### src/rtl/core/pwl_pkg.sv
// ----------------------------------------------------------------------------
// pwl_pkg: shared types and constants for the piecewise linear table core
// Operation codes, sequencer states, stream field positions and the fixed
// arithmetic limits of the signed Q16.16 datapath.
// ----------------------------------------------------------------------------
package pwl_pkg;

   // stream payload widths, padded to whole bytes
   localparam int REQ_W = 104;
   localparam int RSP_W = 40;

   // request field positions inside req_tdata
   localparam int OP_LSB          = 0;
   localparam int POINT_TIME_LSB  = 2;
   localparam int POINT_VALUE_LSB = 34;
   localparam int QUERY_TIME_LSB  = 66;

   // response field positions inside rsp_tdata
   localparam int INTERP_VALUE_LSB = 0;
   localparam int TABLE_EMPTY_BIT  = 32;
   localparam int SATURATED_BIT    = 33;

   // multiply / divide unit
   localparam int MAG_W     = 33;
   localparam int PROD_W    = 65;
   localparam int STEP_W    = 7;
   localparam logic [STEP_W-1:0] MUL_STEPS = STEP_W'(MAG_W);
   localparam logic [STEP_W-1:0] DIV_STEPS = STEP_W'(PROD_W);

   // Q16.16 constants
   localparam logic signed [32:0] SPAN_ONE   = 33'sd65536;
   localparam logic [PROD_W-1:0]  SAT_LIMIT  = PROD_W'(1) << 33;
   localparam logic signed [35:0] SUM_MAX    = 36'sd2147483647;
   localparam logic signed [35:0] SUM_MIN    = -36'sd2147483648;
   localparam logic signed [31:0] Q_MAX      = 32'sh7fff_ffff;
   localparam logic signed [31:0] Q_MIN      = 32'sh8000_0000;

   typedef enum logic [1:0] {
      OP_CLEAR  = 2'd0,
      OP_APPEND = 2'd1,
      OP_QUERY  = 2'd2
   } op_type;

   typedef enum logic [3:0] {
      S_IDLE,
      S_FIRST,
      S_EXT_LO,
      S_LAST,
      S_EXT_HI,
      S_SEARCH,
      S_PROBE,
      S_PAIR0,
      S_PAIR1,
      S_CALC,
      S_WAIT,
      S_DONE
   } state_type;

   typedef enum logic [1:0] {
      M_IDLE,
      M_MUL,
      M_DIV
   } mdu_phase_type;

   typedef struct packed {
      logic [MAG_W-1:0] mag_a;
      logic [MAG_W-1:0] mag_b;
      logic [MAG_W-1:0] mag_d;
      logic             start;
   } mdu_req_type;

   typedef struct packed {
      logic              done;
      logic [PROD_W-1:0] quotient;
   } mdu_rsp_type;

endpackage

### src/rtl/core/pwl_mdu.sv
// ----------------------------------------------------------------------------
// pwl_mdu: iterative unsigned multiply-then-divide unit
// Forms (a * b) / d by shift-add over 33 steps and restoring division
// over 65 steps, sharing one product/quotient register.
// ----------------------------------------------------------------------------
module pwl_mdu (
   input  logic                 clock,
   input  logic                 reset,
   input  pwl_pkg::mdu_req_type mdu_req,
   output pwl_pkg::mdu_rsp_type mdu_rsp
);
   import pwl_pkg::*;

   mdu_phase_type     phase_ff, phase_in;
   logic [STEP_W-1:0] cnt_ff, cnt_in;
   logic              done_ff, done_in;
   logic [PROD_W-1:0] acc_ff, acc_in;
   logic [MAG_W-1:0]  rem_ff, rem_in;
   logic [MAG_W-1:0]  a_ff, a_in;
   logic [MAG_W-1:0]  b_ff, b_in;
   logic [MAG_W-1:0]  d_ff, d_in;

   logic [PROD_W-1:0] mul_acc;
   logic [MAG_W+1:0]  trial;
   logic              take;

   always_ff @(posedge clock) begin
      if (reset) begin
         phase_ff <= M_IDLE;
         cnt_ff   <= '0;
         done_ff  <= 1'b0;
      end else begin
         phase_ff <= phase_in;
         cnt_ff   <= cnt_in;
         done_ff  <= done_in;
      end
   end

   always_ff @(posedge clock) begin
      acc_ff <= acc_in;
      rem_ff <= rem_in;
      a_ff   <= a_in;
      b_ff   <= b_in;
      d_ff   <= d_in;
   end

   always_comb begin
      // shift-add: the product grows from the top bit of b down
      mul_acc = {acc_ff[PROD_W-2:0], 1'b0}
              + (b_ff[MAG_W-1] ? PROD_W'(a_ff) : '0);
      // restoring divide: bring down the next dividend bit, try subtract
      trial = {1'b0, rem_ff, acc_ff[PROD_W-1]} - {2'b00, d_ff};
      take  = ~trial[MAG_W+1];

      phase_in = phase_ff;
      cnt_in   = cnt_ff;
      done_in  = 1'b0;
      acc_in   = acc_ff;
      rem_in   = rem_ff;
      a_in     = a_ff;
      b_in     = b_ff;
      d_in     = d_ff;

      unique case (phase_ff)
         M_IDLE: begin
            if (mdu_req.start) begin
               a_in     = mdu_req.mag_a;
               b_in     = mdu_req.mag_b;
               d_in     = mdu_req.mag_d;
               acc_in   = '0;
               rem_in   = '0;
               cnt_in   = MUL_STEPS - STEP_W'(1);
               phase_in = M_MUL;
            end
         end
         M_MUL: begin
            acc_in = mul_acc;
            b_in   = {b_ff[MAG_W-2:0], 1'b0};
            if (cnt_ff == '0) begin
               cnt_in   = DIV_STEPS - STEP_W'(1);
               phase_in = M_DIV;
            end else begin
               cnt_in = cnt_ff - STEP_W'(1);
            end
         end
         M_DIV: begin
            rem_in = take ? trial[MAG_W-1:0] : {rem_ff[MAG_W-2:0], acc_ff[PROD_W-1]};
            acc_in = {acc_ff[PROD_W-2:0], take};
            if (cnt_ff == '0) begin
               done_in  = 1'b1;
               phase_in = M_IDLE;
            end else begin
               cnt_in = cnt_ff - STEP_W'(1);
            end
         end
         default: begin
            phase_in = M_IDLE;
         end
      endcase
   end

   assign mdu_rsp.done     = done_ff;
   assign mdu_rsp.quotient = acc_ff;

endmodule

### config.mk
export PLATFORM = sky130hd
export DESIGN_NAME = pwl_mdu
export DESIGN_NICKNAME = d
export VERILOG_FILES = /design/src/rtl/core/pwl_pkg.sv /design/src/rtl/core/pwl_mdu.sv
export SDC_FILE = /design/constraint.sdc
export NUM_CORES = 1
export LEC_CHECK = 0
export BUFFER_PORTS_ARGS = -buffer_cell sky130_fd_sc_hd__buf_2
export CAP_MARGIN = 20
export CELL_PAD_IN_SITES_DETAIL_PLACEMENT = 0
export CELL_PAD_IN_SITES_GLOBAL_PLACEMENT = 1
export CORE_UTILIZATION = 46
export DETAILED_ROUTE_END_ITERATION = 6
export PLACE_DENSITY = 0.8
export SYNTH_ARGS = -nofsm -noshare
export SYNTH_HDL_FRONTEND = slang
export SYNTH_SLANG_ARGS = --single-unit
### constraint.sdc
create_clock -name clock -period 5.1 [get_ports clock]
set_input_delay 1.02 -clock clock [delete_from_list [all_inputs] [get_ports clock]]
set_output_delay 1.02 -clock clock [all_outputs]
set_load 0.01 [all_outputs]
### Word-level counts from Yosys, hierarchy flattened

Cells that the tools add are included.

| storage, ports and cells | value |
|---|---|
| input bits | 102 |
| register bits | 207 |
| word-level logic and storage cells | 48 |
| output and inout bits | 66 |

| operators by class | value |
|---|---|
| $add $sub $neg | 3 |
| muxes and demuxes | 17 |
| equal/unequal tests | 6 |
| bitwise logic cells | 2 |
| reduce and logical (&&, ||, !) cells | 12 |

Operators with widths:

| cell | number |
|---|---|
| $pmux 65 s3 | 1 |
| $mux 33 | 4 |
| $pmux 33 s2 | 2 |
| $add 65x33->65 | 1 |
| $mux 65 | 1 |
| $sub 34x33->35 | 1 |
| $mux 7 | 3 |
| $pmux 7 s3 | 1 |
| $ne 2x2->1 const B | 4 |
| $reduce_and 2->1 | 4 |
| $logic_not 7->1 | 1 |
| $sub 7x1->7 const B | 1 |
| $mux 2 | 3 |
| $pmux 2 s3 | 1 |
| $reduce_and 3->1 | 2 |
| $reduce_bool 2->1 | 2 |
| $reduce_bool 3->1 | 1 |
| $eq 2x1->1 const B | 1 |
| $eq 2x2->1 const B | 1 |
| $logic_not 2->1 | 1 |
| $not 1->1 | 2 |
| $reduce_or 2->1 | 1 |
| $mux 1 | 1 |

### Longest topological paths before layout

| depth | value |
|---|---|
| depth after elaboration | 3 |
| mapped depth | 15 |
| mapped depth without buffers | 14 |

### Least setup slack after synthesis

No wires, ideal clock.

| timing path | value |
|---|---|
| path kind | flip-flop to flip-flop |
| start | register phase_ff[0] |
| end | register rem_ff[0], enable pin |
| library setup time | 0.469 ns |
| buffers on the path | 2 |
| slack | 0.933 ns |
| clock period less this slack | 4.167 ns |
| arrival time | 3.698 ns |
| stages on the path, launching flop included | 7 |
| required time | 4.631 ns |
| path through | dfxtp_1 > inv_1 > ha_1 > clkbuf_1 > clkinv_1 > clkbuf_1 > o21ai_0 |

| between the ends | value |
|---|---|
| word-level cells in the longest chain between the ends | 3 |
| elaborated cells on any way between the ends | 5 |
| those cells by class | 2 x eq/ne; 3 x reduce/logical |

Ends and longest elaborated chain:

| element | RTL line | RTL |
|---|---|---|
| start, declared | pwl_mdu.sv:14 | `mdu_phase_type phase_ff, phase_in;` |
| start signal, assigned | pwl_mdu.sv:33 | `phase_ff <= phase_in;` |
| $eq 2x2->1 or $logic_not 2->1 (tied branches) | pwl_mdu.sv:64 | `unique case (phase_ff)` |
| $reduce_bool 2->1 (no line) or $ne 2x2->1 (tied branches) | n/a |  |
| $reduce_and 2->1 (no line) (*) | n/a |  |
| end signal, assigned | pwl_mdu.sv:41 | `rem_ff <= rem_in;` |
| end, declared | pwl_mdu.sv:18 | `logic [MAG_W-1:0] rem_ff, rem_in;` |

Every way passes the cells marked *; elsewhere a longest branch is shown, timed or not.
A chain may end at the register's enable or synchronous reset.

### Worst setup path in the final report

| timing path | value |
|---|---|
| start | register b_ff[32] |
| end | register acc_ff[63] (data pin) |

| between the ends | value |
|---|---|
| word-level cells in the longest chain between the ends | 3 |

Ends and longest elaborated chain:

| element | RTL line | RTL |
|---|---|---|
| start, declared | pwl_mdu.sv:20 | `logic [MAG_W-1:0] b_ff, b_in;` |
| start signal, assigned | pwl_mdu.sv:43 | `b_ff <= b_in;` |
| $mux 33 | pwl_mdu.sv:50 | `+ (b_ff[MAG_W-1] ? PROD_W'(a_ff) : '0);` |
| $add 65x33->65 | pwl_mdu.sv:50 |  |
| $pmux 65 s3 | pwl_mdu.sv:64 |  |
| via acc_in[63] | pwl_mdu.sv:17 | `logic [PROD_W-1:0] acc_ff, acc_in;` |
| end signal, assigned | pwl_mdu.sv:40 | `acc_ff <= acc_in;` |
| end, declared | pwl_mdu.sv:17 |  |

The timed path passes the listed nets, and every way through them passes these cells.

==> metrics <==
status finished, final reports clean; Die X between 150 and 200 microns; first-pass GRT wire length 48.2 mm; Die ar. 28,000 sq um; register area share after synthesis between 40% and 50%; via count 9,639; RSZ-0062 raised after global routing no; M2 GR Usage 34.3%; top cells by count, synth edfxtp_1, nand2_1, nor2_1, o21ai_0, a21oi_1; I/O pins 168; register area 6120 sq um; R2R cell count 14; Setup TNS 0 ns; PwrDens 510 nW/um^2; die height 167 microns; hold depth 2; Crit. End Element flop; HP Class reg -> reg; # hold bufs at CTS 0; Clock Sinks 207; Multi-input gate area around 6000 sq um; Via density 5.65; Worst-Margin Slew 0.921 ns; GR Layer Usage met3 4.28%; Clock Latency Late Sink 0.54 ns; vias in the first global route approximately 9,500; # fillers 2,468; pins over their slew limit 0; main area contributors after synthesis edfxtp_1, ha_1, o21ai_0; fraction of layout cells with a size suffix above 1 between 10% and 20%; Worst EP required 5.37 ns; Max Cap Viol 0; slowest cell delay on critical path 0.78 ns; Top FF cell, synth edfxtp_1; GR Util met1 about 28%; critical setup path kind reg -> reg; count of cell types in the netlist 75; mapped cell area 12,600 sq um; FF+latch count, synth 207; area grow syn2layout 15.9%; Synth area leader edfxtp_1; Top Usage Layer GRT met2; total track usage around a fifth; DP HPWL roughly 21 mm; synth warn 0; Slew Limit Headroom 38.5%; top cell type's share of synthesized area 47.1%; Post-Route Skew 0.0329 ns; Leak slightly above 6 nW; CP top delay family compound AO/OA/AOI/OAI gates; final setup vio count 0; GRT overflow 0; # Post-CTS Setup Buffers 0; DRC 0; Fin. Hold Viols 0; Detailed Routing Iterations Pass 1 5; initial antenna violation count 0; CP Max Fanout 25; Clock Tree Root clkbuf_16; Syn Inst Count 1,196; post_cts resized 0; asr flop ratio synth 0%; clock slew at reported path FFs 0.06 ns; row cnt 60; CP Buf/Inv Count 1; worst r2r src b_ff[32]$_DFFE_PP_; placer congestion estimate 0.893; WL final 29.9 mm; Wirelength per Cell 17.5 microns; Worst Min Path Start phase_ff[1]$_SDFFE_PP0P_; f_max roughly 240 MHz; Post-DP Area ~14,000 sq um; WHS Endpoint phase_ff[1]$_SDFFE_PP0P_; Max stage delay cell, worst path edfxtp_1; # nets final 1,522; Ant. Diodes 0; CTS Buffer Depth 3; worst hold slack 0.509 ns; CTS tree built; worst r2r dst acc_ff[63]$_DFFE_PP_; Mapped Avg Cell Area 10.5 sq um; Final min period ~4.2 ns; Routed Antenna Nets 0; First DRT Iteration DRCs 620; crit path DAT around 4.5 ns; H-tree levels 1; pin count of the biggest net entering global routing 49; crit-path cells and2_1, ha_1, inv_1, fa_1, nor2b_1, o21ai_0, a211o_1, a21oi_1, o21ai_1, nor4b_4, o21ai_4, nand2_1, o311ai_0, nand3_1; Worst VDD drop 0.341 mV; cell with the most instances after synthesis edfxtp_1; cts bufs inserted 24; R2R setup slack roughly 0.86 ns; number of enable flip-flop cells after synthesis 197; final period utilization 83.2%; Port Buffers 167; Initial Util 46.8%; startpoint class of the critical path flop; net count after synthesis 1,370; fin area approximately 15,000 sq um; CORE AREA 26,900 sq um
[area by class of cell]
| type | instances | share of cell area [%] |
|---|---|---|
| Multi-Input combinational cell | 866 | 41.1 |
| Timing Repair Buffer | 182 | 6.68 |
| Clock inverter | 13 | 0.997 |
| Tap cell | 341 | 2.93 |
| Clock buffer | 31 | 4.58 |
| Sequential cell | 207 | 42.0 |
| Inverter | 67 | 1.73 |
[cells in the final DEF (no fill, tap or decap), types with 24 or more instances in the layout]
| cell | count |
|---|---|
| ha_1 | 69 |
| buf_2 | 167 |
| mux2_2 | 34 |
| o21ai_0 | 76 |
| a21oi_1 | 76 |
| and2_1 | 44 |
| nor2_1 | 82 |
| a21o_1 | 30 |
| xnor2_1 | 34 |
| clkbuf_16 | 24 |
| nand2_1 | 88 |
| mux2i_1 | 26 |
| nor2b_1 | 24 |
| nand3_1 | 36 |
| inv_1 | 64 |
| edfxtp_1 | 197 |
[worst register-to-register path, stage by stage (launching register included)]
cell	delay (ns)
edfxtp_1	0.78
and2_1	0.23
ha_1	0.16
inv_1	0.05
fa_1	0.39
nor2b_1	0.11
o21ai_0	0.09
a211o_1	0.33
a21oi_1	0.38
o21ai_1	0.14
nor4b_4	0.17
o21ai_4	0.40
nand2_1	0.24
o311ai_0	0.38
nand3_1	0.11
[logic make-up after synthesis]
family,after synthesis,synth area share (%)
buf+inv,123,3.85
mux,60,5.12
flops,207,48.7
fa+ha+maj,72,7.29
xor+xnor,56,3.90
compound gates,317,16.5
simple gates,361,14.7
[metal layers]
layer | routed length (microns) | up-vias
li1 | - | 4764
met1 | 13800 | 4565
met2 | 13600 | 261
met3 | 1760 | 49
met4 | 734 | 0
met5 | 0 | -
[power by group]
part	switching [mW]	internal, mW
Clock	0.695	1.07
Sequential	0.321	2.43
Combinational	1.74	1.18
[per-stage QoR]
stage          util, %  std cells  worst slack [ns]  power [mW]
6_report          54.2       1707             0.857        7.43
3_5_place_dp      51.1       1662             0.869        5.68
5_1_grt           54.2       1707             0.515        7.91
3_3_place_gp      51.1       1662             0.964        5.65
4_1_cts           54.1       1706             0.803        7.48
2_1_floorplan        -       1196             0.933        4.86
[sequential cells by signal (all words and copies together), names as in the netlist]
name      cells
cnt_ff        7
a_ff         33
rem_ff       33
done_ff       1
d_ff         33
acc_ff       65
phase_ff      2
b_ff         33
[worst max-delay path by stage]
stage	to	start	slack (ns)	cells past startpoint
floorplan	rem_ff[0]$_SDFFCE_PN0P_	phase_ff[0]$_SDFFE_PP0P_	0.93	6
CTS	acc_ff[64]$_DFFE_PP_	b_ff[32]$_DFFE_PP_	0.80	13
detailed placement	acc_ff[64]$_DFFE_PP_	b_ff[32]$_DFFE_PP_	0.87	13
global route	acc_ff[27]$_DFFE_PP_	b_ff[32]$_DFFE_PP_	0.52	14
global placement	acc_ff[63]$_DFFE_PP_	b_ff[32]$_DFFE_PP_	0.96	14
finish	acc_ff[63]$_DFFE_PP_	b_ff[32]$_DFFE_PP_	0.86	14
Power figures use the tool's default switching activity.
